<file path="config.mk">
export PLATFORM = sky130hd
export DESIGN_NAME = tiled_texture_stream_decoder
export DESIGN_NICKNAME = d
export VERILOG_FILES = /design/src/hdl/ttsd_pkg.sv /design/src/hdl/ttsd_ar_mem.sv /design/src/hdl/ttsd_tile_walk.sv /design/src/hdl/ttsd_texel_out.sv /design/src/hdl/tiled_texture_stream_decoder.sv
export SDC_FILE = /design/constraint.sdc
export NUM_CORES = 1
export LEC_CHECK = 0
export ABC_AREA = 1
export BUFFER_PORTS_ARGS = -buffer_cell sky130_fd_sc_hd__buf_2
export CAP_MARGIN = 5
export CORE_UTILIZATION = 60
export CTS_CLUSTER_DIAMETER = 30
export DETAILED_ROUTE_END_ITERATION = 7
export PLACE_DENSITY = 0.8
export SLEW_MARGIN = 25
export SYNTH_ARGS = -nofsm -noshare
export SYNTH_HDL_FRONTEND = slang
export SYNTH_SLANG_ARGS = --single-unit
</file>
<file path="constraint.sdc">
create_clock -name clk_i -period 4.05 [get_ports clk_i]
set_input_delay 1.215 -clock clk_i [delete_from_list [all_inputs] [get_ports clk_i]]
set_output_delay 1.215 -clock clk_i [all_outputs]
set_load 0.05 [all_outputs]
</file>
<file path="src/hdl/ttsd_pkg.sv">
`timescale 1ns / 1ps
// ----------------------------------------------------------------------------
// ttsd_pkg
// Shared types and constants of the tiled texture stream decoder.
// ----------------------------------------------------------------------------
package ttsd_pkg;

  localparam int unsigned DATA_W          = 16;
  localparam int unsigned COORD_W         = 10;
  localparam int unsigned COLOR_W         = 8;
  localparam int unsigned CFG_W           = 11;
  localparam int unsigned CFG_IDX_W       = 2;
  localparam int unsigned MAX_DIM_DEFAULT = 1024;
  localparam int unsigned TILE_SIDE       = 4;
  localparam int unsigned TILE_BITS       = 2;
  localparam int unsigned TEXELS_PER_TILE = TILE_SIDE * TILE_SIDE;
  localparam int unsigned TEXEL_W         = 2 * TILE_BITS;
  localparam int unsigned WORD_POS_W      = TEXEL_W + 1;
  localparam int unsigned OUT_DATA_W      = 56;

  // register indexes of the configuration port
  localparam logic [CFG_IDX_W-1:0] REG_FORMAT = 2'd0;
  localparam logic [CFG_IDX_W-1:0] REG_WIDTH  = 2'd1;
  localparam logic [CFG_IDX_W-1:0] REG_HEIGHT = 2'd2;

  typedef enum logic [1:0] {
    FMT_RGB565 = 2'd0,
    FMT_RGB5A3 = 2'd1,
    FMT_RGBA8  = 2'd2
  } fmt_e;

  // per-word decode information handed to the colour stage
  typedef struct packed {
    logic               emit;
    logic               planes;
    logic               fmt_5a3;
    logic [COORD_W-1:0] x;
    logic [COORD_W-1:0] y;
    logic               last;
  } pix_info_t;

  // access to the alpha-red store
  typedef struct packed {
    logic               we;
    logic               re;
    logic [TEXEL_W-1:0] addr;
  } mem_req_t;

endpackage

</file>
<file path="src/hdl/ttsd_ar_mem.sv">
`timescale 1ns / 1ps
// ----------------------------------------------------------------------------
// ttsd_ar_mem
// Alpha-red store: one write port, one read port with registered data.
// ----------------------------------------------------------------------------
module ttsd_ar_mem
  import ttsd_pkg::*;
(
  input  logic              clk_i,
  input  mem_req_t          req_i,
  input  logic [DATA_W-1:0] wdata_i,
  output logic [DATA_W-1:0] rdata_o
);

  logic [DATA_W-1:0] mem_q [TEXELS_PER_TILE];
  logic [DATA_W-1:0] rdata_q;

  always_ff @(posedge clk_i) begin
    if (req_i.we) begin
      mem_q[req_i.addr] <= wdata_i;
    end
  end

  always_ff @(posedge clk_i) begin
    if (req_i.re) begin
      rdata_q <= mem_q[req_i.addr];
    end
  end

  assign rdata_o = rdata_q;

endmodule

</file>
<file path="src/hdl/ttsd_tile_walk.sv">
`timescale 1ns / 1ps
// ----------------------------------------------------------------------------
// ttsd_tile_walk
// Configuration registers and the tile walk: word position, tile column and
// row, pixel coordinates and store addressing for each incoming word.
// ----------------------------------------------------------------------------
module ttsd_tile_walk
  import ttsd_pkg::*;
#(
  parameter int unsigned MAX_DIMENSION = MAX_DIM_DEFAULT
) (
  input  logic                 clk_i,
  input  logic                 rst_ni,
  input  logic                 cfg_we_i,
  input  logic [CFG_IDX_W-1:0] cfg_idx_i,
  input  logic [CFG_W-1:0]     cfg_data_i,
  input  logic                 word_fire_i,
  output pix_info_t            pix_o,
  output mem_req_t             mem_req_o
);

  localparam int unsigned MaxTiles = (MAX_DIMENSION + TILE_SIDE - 1) / TILE_SIDE;
  localparam int unsigned TileW    = (MaxTiles > 1) ? $clog2(MaxTiles) : 1;
  localparam int unsigned CmpW     = ((TileW + TILE_BITS > CFG_W) ? TileW + TILE_BITS
                                                                  : CFG_W) + 1;

  logic [1:0]            fmt_q;
  logic [CFG_W-1:0]      width_q, height_q;
  logic [WORD_POS_W-1:0] word_q, word_d;
  logic [TileW-1:0]      tcol_q, tcol_d, trow_q, trow_d;

  logic [CFG_W-1:0]      w_clamp, h_clamp;
  logic [CmpW-1:0]       w_ext, h_ext, x_full, y_full, x_edge, y_edge;
  logic [TEXEL_W-1:0]    texel;
  logic                  planes, is_ar, in_image, tile_end, col_end, row_end;
  logic                  cfg_hit;

  // out-of-range dimensions are pulled into 1..MAX_DIMENSION
  always_comb begin
    w_clamp = width_q;
    if (width_q == '0) begin
      w_clamp = CFG_W'(1);
    end else if (32'(width_q) > MAX_DIMENSION) begin
      w_clamp = CFG_W'(MAX_DIMENSION);
    end
    h_clamp = height_q;
    if (height_q == '0) begin
      h_clamp = CFG_W'(1);
    end else if (32'(height_q) > MAX_DIMENSION) begin
      h_clamp = CFG_W'(MAX_DIMENSION);
    end
  end

  assign planes = (fmt_q == FMT_RGBA8);
  assign texel  = word_q[TEXEL_W-1:0];
  assign is_ar  = planes && !word_q[TEXEL_W];

  assign w_ext  = CmpW'(w_clamp);
  assign h_ext  = CmpW'(h_clamp);
  assign x_full = CmpW'({tcol_q, texel[TILE_BITS-1:0]});
  assign y_full = CmpW'({trow_q, texel[TEXEL_W-1:TILE_BITS]});
  // one past the right and bottom edge of the current tile
  assign x_edge = CmpW'({tcol_q, {TILE_BITS{1'b1}}}) + CmpW'(1);
  assign y_edge = CmpW'({trow_q, {TILE_BITS{1'b1}}}) + CmpW'(1);

  assign in_image = (x_full < w_ext) && (y_full < h_ext);
  assign col_end  = (x_edge >= w_ext);
  assign row_end  = (y_edge >= h_ext);
  assign tile_end = planes ? (word_q == {WORD_POS_W{1'b1}})
                           : (word_q >= WORD_POS_W'(TEXELS_PER_TILE - 1));

  always_comb begin
    cfg_hit = 1'b0;
    if (cfg_we_i) begin
      case (cfg_idx_i)
        REG_FORMAT, REG_WIDTH, REG_HEIGHT: cfg_hit = 1'b1;
        default:                           cfg_hit = 1'b0;
      endcase
    end
  end

  always_comb begin
    word_d = word_q;
    tcol_d = tcol_q;
    trow_d = trow_q;
    if (cfg_hit) begin
      word_d = '0;
      tcol_d = '0;
      trow_d = '0;
    end else if (word_fire_i) begin
      if (tile_end) begin
        word_d = '0;
        if (col_end) begin
          tcol_d = '0;
          trow_d = row_end ? '0 : trow_q + TileW'(1);
        end else begin
          tcol_d = tcol_q + TileW'(1);
        end
      end else begin
        word_d = word_q + WORD_POS_W'(1);
      end
    end
  end

  always_ff @(posedge clk_i or negedge rst_ni) begin
    if (!rst_ni) begin
      fmt_q    <= FMT_RGB565;
      width_q  <= CFG_W'(1);
      height_q <= CFG_W'(1);
      word_q   <= '0;
      tcol_q   <= '0;
      trow_q   <= '0;
    end else begin
      if (cfg_we_i) begin
        case (cfg_idx_i)
          REG_FORMAT: fmt_q    <= cfg_data_i[1:0];
          REG_WIDTH:  width_q  <= cfg_data_i;
          REG_HEIGHT: height_q <= cfg_data_i;
          default: ;
        endcase
      end
      word_q <= word_d;
      tcol_q <= tcol_d;
      trow_q <= trow_d;
    end
  end

  assign pix_o.emit    = !is_ar && in_image;
  assign pix_o.planes  = planes;
  assign pix_o.fmt_5a3 = (fmt_q == FMT_RGB5A3);
  assign pix_o.x       = x_full[COORD_W-1:0];
  assign pix_o.y       = y_full[COORD_W-1:0];
  assign pix_o.last    = (x_full + CmpW'(1) == w_ext) && (y_full + CmpW'(1) == h_ext);

  assign mem_req_o.we   = word_fire_i && is_ar;
  assign mem_req_o.re   = word_fire_i && planes && word_q[TEXEL_W];
  assign mem_req_o.addr = texel;

`ifndef NO_ASSERTIONS
  // green-blue half of the tile only exists for the rgba8 planes
  a_word_pos_fmt: assert property (@(posedge clk_i) disable iff (!rst_ni)
    (fmt_q != FMT_RGBA8) |-> !word_q[TEXEL_W])
    else $error("word position in second half outside rgba8");

  a_mem_one_access: assert property (@(posedge clk_i) disable iff (!rst_ni)
    !(mem_req_o.we && mem_req_o.re))
    else $error("alpha-red store read and written in one cycle");
`endif

endmodule

</file>
<file path="src/hdl/ttsd_texel_out.sv">
`timescale 1ns / 1ps
// ----------------------------------------------------------------------------
// ttsd_texel_out
// Colour expansion stage and output register with the output handshake.
// ----------------------------------------------------------------------------
module ttsd_texel_out
  import ttsd_pkg::*;
(
  input  logic                  clk_i,
  input  logic                  rst_ni,
  input  logic                  word_fire_i,
  output logic                  word_ready_o,
  input  pix_info_t             pix_i,
  input  logic [DATA_W-1:0]     word_i,
  input  logic [DATA_W-1:0]     ar_i,
  output logic                  out_valid_o,
  input  logic                  out_ready_i,
  output logic [OUT_DATA_W-1:0] out_data_o,
  output logic                  out_last_o
);

  function automatic logic [COLOR_W-1:0] grow5(input logic [4:0] c);
    return {c, c[4:2]};
  endfunction

  function automatic logic [COLOR_W-1:0] grow6(input logic [5:0] c);
    return {c, c[5:4]};
  endfunction

  function automatic logic [COLOR_W-1:0] grow4(input logic [3:0] c);
    return {c, c};
  endfunction

  function automatic logic [COLOR_W-1:0] grow3(input logic [2:0] a);
    return {a, a, a[2:1]};
  endfunction

  logic                s1_valid_q, s1_valid_d;
  pix_info_t           s1_pix_q;
  logic [DATA_W-1:0]   s1_word_q;
  logic                out_valid_q, out_valid_d;
  logic                out_load, s1_ready;
  logic [COLOR_W-1:0]  red, green, blue, alpha;
  logic [COLOR_W-1:0]  red_q, green_q, blue_q, alpha_q;
  logic [COORD_W-1:0]  x_q, y_q;
  logic                last_q;

  assign out_load     = !out_valid_q || out_ready_i;
  assign s1_ready     = !s1_valid_q || out_load;
  assign word_ready_o = s1_ready;

  always_comb begin
    s1_valid_d = s1_valid_q;
    if (s1_ready) begin
      s1_valid_d = word_fire_i && pix_i.emit;
    end
    out_valid_d = out_valid_q;
    if (out_load) begin
      out_valid_d = s1_valid_q;
    end
  end

  // ar_i is the store entry read when this word was taken
  always_comb begin
    red   = grow5(s1_word_q[15:11]);
    green = grow6(s1_word_q[10:5]);
    blue  = grow5(s1_word_q[4:0]);
    alpha = '1;
    if (s1_pix_q.planes) begin
      red   = ar_i[7:0];
      alpha = ar_i[15:8];
      green = s1_word_q[15:8];
      blue  = s1_word_q[7:0];
    end else if (s1_pix_q.fmt_5a3) begin
      if (s1_word_q[15]) begin
        red   = grow5(s1_word_q[14:10]);
        green = grow5(s1_word_q[9:5]);
        blue  = grow5(s1_word_q[4:0]);
      end else begin
        alpha = grow3(s1_word_q[14:12]);
        red   = grow4(s1_word_q[11:8]);
        green = grow4(s1_word_q[7:4]);
        blue  = grow4(s1_word_q[3:0]);
      end
    end
  end

  always_ff @(posedge clk_i or negedge rst_ni) begin
    if (!rst_ni) begin
      s1_valid_q  <= 1'b0;
      out_valid_q <= 1'b0;
    end else begin
      s1_valid_q  <= s1_valid_d;
      out_valid_q <= out_valid_d;
    end
  end

  always_ff @(posedge clk_i) begin
    if (s1_ready && word_fire_i) begin
      s1_pix_q  <= pix_i;
      s1_word_q <= word_i;
    end
    if (out_load && s1_valid_q) begin
      x_q     <= s1_pix_q.x;
      y_q     <= s1_pix_q.y;
      last_q  <= s1_pix_q.last;
      red_q   <= red;
      green_q <= green;
      blue_q  <= blue;
      alpha_q <= alpha;
    end
  end

  assign out_valid_o = out_valid_q;
  assign out_last_o  = last_q;
  assign out_data_o  = {4'b0, alpha_q, blue_q, green_q, red_q, y_q, x_q};

`ifndef NO_ASSERTIONS
  // a held texel in the colour stage is never dropped
  a_s1_held: assert property (@(posedge clk_i) disable iff (!rst_ni)
    (s1_valid_q && !out_load) |=> s1_valid_q)
    else $error("colour stage lost a texel while stalled");
`endif

endmodule

</file>
<file path="src/hdl/tiled_texture_stream_decoder.sv">
`timescale 1ns / 1ps
// ----------------------------------------------------------------------------
// tiled_texture_stream_decoder
// Decodes a stream of 16-bit words of 4x4 tiled rgb565, rgb5a3 or rgba8
// texture data into one coordinate and rgba8 colour request per image pixel.
//
// channel   direction  fields (low bits first)
// s_axis    in         tdata: data_word
// m_axis    out        tdata: pixel_x, pixel_y, red, green, blue, alpha; tlast: last_pixel
// cfg       in         cfg_idx_i: 0 format, 1 width, 2 height; cfg_data_i: value
//
// one word accepted per cycle while s_axis_tready is high; a pixel passes the
// colour stage and output registers; the walk counters sit in flops, the rgba8
// alpha-red words in a 16 x 16 store read as the matching green-blue word is taken
// reset clears counters, configuration and valid flags at once; the store needs
// no clearing; an output stall backs up through the colour stage to s_axis_tready
// ----------------------------------------------------------------------------
module tiled_texture_stream_decoder
  import ttsd_pkg::*;
#(
  parameter int unsigned MAX_DIMENSION = MAX_DIM_DEFAULT
) (
  input  logic                  clk_i,
  input  logic                  rst_ni,
  input  logic                  cfg_we_i,
  input  logic [CFG_IDX_W-1:0]  cfg_idx_i,
  input  logic [CFG_W-1:0]      cfg_data_i,
  input  logic                  s_axis_tvalid,
  output logic                  s_axis_tready,
  input  logic [DATA_W-1:0]     s_axis_tdata,   // data_word
  output logic                  m_axis_tvalid,
  input  logic                  m_axis_tready,
  output logic [OUT_DATA_W-1:0] m_axis_tdata,   // pixel_x, pixel_y, red, green, blue, alpha
  output logic                  m_axis_tlast
);

  logic              word_fire;
  pix_info_t         pix;
  mem_req_t          mem_req;
  logic [DATA_W-1:0] ar_rdata;

  assign word_fire = s_axis_tvalid && s_axis_tready;

  ttsd_tile_walk #(
    .MAX_DIMENSION(MAX_DIMENSION)
  ) u_walk (
    .clk_i      (clk_i),
    .rst_ni     (rst_ni),
    .cfg_we_i   (cfg_we_i),
    .cfg_idx_i  (cfg_idx_i),
    .cfg_data_i (cfg_data_i),
    .word_fire_i(word_fire),
    .pix_o      (pix),
    .mem_req_o  (mem_req)
  );

  ttsd_ar_mem u_ar_mem (
    .clk_i  (clk_i),
    .req_i  (mem_req),
    .wdata_i(s_axis_tdata),
    .rdata_o(ar_rdata)
  );

  ttsd_texel_out u_out (
    .clk_i       (clk_i),
    .rst_ni      (rst_ni),
    .word_fire_i (word_fire),
    .word_ready_o(s_axis_tready),
    .pix_i       (pix),
    .word_i      (s_axis_tdata),
    .ar_i        (ar_rdata),
    .out_valid_o (m_axis_tvalid),
    .out_ready_i (m_axis_tready),
    .out_data_o  (m_axis_tdata),
    .out_last_o  (m_axis_tlast)
  );

endmodule

</file>
==> reports/qor.csv <==
stage;metric;value;unit
route;drt first pass iters;6;
clock_tree;CTS tree;done;
route;vias after detailed routing;12635;
critical_path;critical path's top delay family;buffers and inverters;
sta;f_max;0.333;GHz
sta;Slew HR;42.7;%
synth;most common library cells after synthesis;364 x edfxtp_1, 264 x nand2_1, 219 x nor2_1;
floorplanning;initial core utilization;61.6;%
synth;Yosys Warn Count;0;
synth;Synth Area in Adders;3.50;%
finish;design area;20900;um2
sta;final hold vios;0;
sta;setup violators final;0;
floorplanning;total die area;30500;um2
placement;DP Area;18800;um2
sta;Final Max Tran Viols;0;
sta;Layout Skew;0.0314;ns
finish;Area Growth Syn to Fin;16.7;%
global_route;global-route wire length before repair;64.9;mm
global_route;vias in the first global route;12123;
synth;mapped cell area;17900;um2
sta;worst slew pin tran;0.860;ns
clock_tree;clk buf depth;3;
route;DRT Wirelength;42.2;mm
synth;top-count cell post-synth;edfxtp_1;
route;Vias/cell;6.00;
synth;area share of the largest cell type after synthesis;61.1;%
critical_path;Slowest cell on crit path;buf_2;
global_route;largest net degree at the start of global routing;85;
floorplanning;row count;62;
synth;largest family of logic cells by synthesized area;simple AND/OR/NAND/NOR gates;
critical_path;CP Data Required Time;2.83;ns
power_and_ir_drop;Peak VDD IR;0.349;mV
sta;min cycle time layout;3.01;ns
critical_path;cell breakdown of the critical path;buf_2, inv_1, nand3_1, buf_2;
synth;post-synthesis simple-gate area fraction;13.8;%
route;Initial DRC Count;1789;
finish;final design utilization;71.9;%
synth;Post-synth EDFFs;364;
critical_path;CP Max Fanout;3;
critical_path;max incr delay on CP;0.24;ns
run;maxcap violations;0;
clock_tree;Post-CTS Hold Buffers;0;
route;WL/cell;20.1;um
critical_path;Worst Path Buf+Inv;3;
floorplanning;chip width;175;um
floorplanning;Core ar.;29000;um2
clock_tree;post-CTS sizing;0;
critical_path;CP most frequent cell;buf_2;
critical_path;crit path DAT;1.79;ns
sta;Tcrit/Tclk final;74.2;%
placement;dpl hpwl;26.2;mm
clock_tree;Root Buffer;clkbuf_16;
placement;gpl congestion;0.934;
synth;synth unique cells;45;
synth;Mean Syn Cell Area;11.5;um2
power_and_ir_drop;total power;14.2;mW
route;met2 routed WL;19.8;mm
synth;mux cell area share after synthesis;0;%
synth;sequential share of the synthesized area;67.7;%
synth;ys flop type;edfxtp_1;
global_route;GRT Residual Overflow;0;
finish;fin nets;1754;
critical_path;Setup CP Type;in2out;
finish;register area;12100;um2
synth;asr flop ratio synth;11.4;%
global_route;Global Route Usage Sum;27.9;%
route;Highest Signal Layer;met4;
hold_path;Hold Path Class;reg2reg;
global_route;initial antenna violation count;0;
finish;Multi-input gate area;5140;um2
synth;Post-Synth XOR/XNOR Area;0.784;%
sta;setup tns final;0;ns
run_status;status;complete, no violations;
clock_tree;Post-CTS Setup Bufs;0;
synth;post-synth top area cell;edfxtp_1;
synth;post-synthesis compound-gate area fraction;10.4;%
sta;unrepaired setup endpoints after global routing;false;
clock_tree;Sinks on Clock Net;411;
route;wl on met1;16.7;mm
critical_path;Setup crit end kind;output pin;
synth;Post-Synthesis Cells;1555;
route;number of remaining DRC errors;0;
power_and_ir_drop;Leakage Power;7.97;nW
floorplanning;Die Height;175;um
clock_tree;worst-skew pair later-pin latency;0.60;ns
clock_tree;htree depth;2;
synth;FF+latch count, synth;411;
power_and_ir_drop;Pwr per Cell Area;681;nW/um2
placement;port bufs;88;
route;met3 WL;4.22;mm
clock_tree;CTS buffer count;61;
synth;Area contributors post-synth;edfxtp_1 61%, dfrtp_1 6.3%, nand2_1 5.5%;
floorplanning;io pins;93;
critical_path;CP Launch Type;primary input;
finish;layout cells sized above 1;15.3;%
finish;Filler cells;1875;
clock_tree;Clock transition at path regs;0.05;ns
finish;Diodes inserted;0;
route;Post-DRT Antenna Nets;0;
[where the power goes]
part	switching, mW	internal [mW]
sequential	0.275	5.13
clock	1.94	3.36
combinational	2.60	0.920
total	4.81	9.40
[path summary, 6_finish.rpt]
path	startpoint	end	slack (ns)	cells after the start
max	m_axis_tready	s_axis_tready	1.04	4
min	u_out.s1_pix_q[11]$_DFFE_PP_	u_out.x_q[0]$_DFFE_PP_	0.41	0
max reg2reg	u_walk.word_q[0]$_DFFE_PN0P_	u_ar_mem.rdata_o[6]$_DFFE_PP_	1.21	6
min reg2reg	u_out.s1_pix_q[11]$_DFFE_PP_	u_out.x_q[0]$_DFFE_PP_	0.41	0
max in group asynchronous	rst_ni	u_walk.tcol_q[4]$_DFFE_PN0P_	2.58	2
min in group asynchronous	rst_ni	u_walk.trow_q[4]$_DFFE_PN0P_	0.73	1
[worst register-to-register path, cell delays in order, from the launching register on]
cell	delay, ns
dfrtp_4	0.74
clkinv_2	0.54
buf_4	0.44
o21ai_0	0.26
o221ai_1	0.17
o211ai_1	0.22
nand3_1	0.19
[metrics by stage]
stage	setup slack, ns	hold WS, ns	cells
final	1.04	0.411	2105
after global routing	0.996	0.421	2105
after CTS	1.05	0.411	2105
after detailed placement	1.04	0.405	1991
after global placement	1.06	0.402	1991
after floorplan	0.322	0.400	1558
[layout make-up]
class                           instances  share of cell area, %
Clock buffer                           66                   7.41
Clock inverter                         48                   2.66
Inverter                               96                   1.73
Multi-Input combinational cell        982                   24.6
Sequential cell                       411                   58.1
Tap cell                              384                   2.30
Timing Repair Buffer                  118                   3.19
[sequential cells by signal, indices dropped and copies added (netlist names), 2 cells and up]
register          cells
u_ar_mem.mem_q      256
u_ar_mem.rdata_o     16
u_out.alpha_q         8
u_out.blue_q          8
u_out.green_q         8
u_out.red_q           8
u_out.s1_pix_q       23
u_out.s1_word_q      16
u_out.x_q            10
u_out.y_q            10
u_walk.fmt_q          2
u_walk.height_q      11
u_walk.tcol_q         8
u_walk.trow_q         8
u_walk.width_q       11
u_walk.word_q         5
[cells in the final DEF (no fill, tap or decap), drive strengths merged, types with 6 or more instances in the layout]
cell and n:
o221ai 26, bufinv 9, clkbuf 66, nor3 16, inv 102, a21oi 28
edfxtp 364, o21ai 188, nor2 232, buf 118, nand3b 6, clkinv 30
nand3 60, nand4 6, a31oi 7, ha 50, o22ai 47, nand2 274
o211ai 9, dfrtp 45, xor2 14
[routing by layer]
layer / GRT usage (%) / vias up
met5: 0 / -
met4: 12.9 / 0
met3: 4.46 / 115
met2: 43.9 / 744
met1: 38.7 / 6007
li1: - / 5769
[cell families (layout without fill, tap and decap cells)]
family                   Yosys count  in the layout
other                              1              4
flip-flops                       411            411
AND/OR/NAND/NOR                  595            595
AO/OA/AOI/OAI                    317            317
adder cells (fa/ha/maj)           50             50
XOR/XNOR                          16             16
buffers and inverters            165            328
Note: power is estimated with default switching activity, not from simulation.
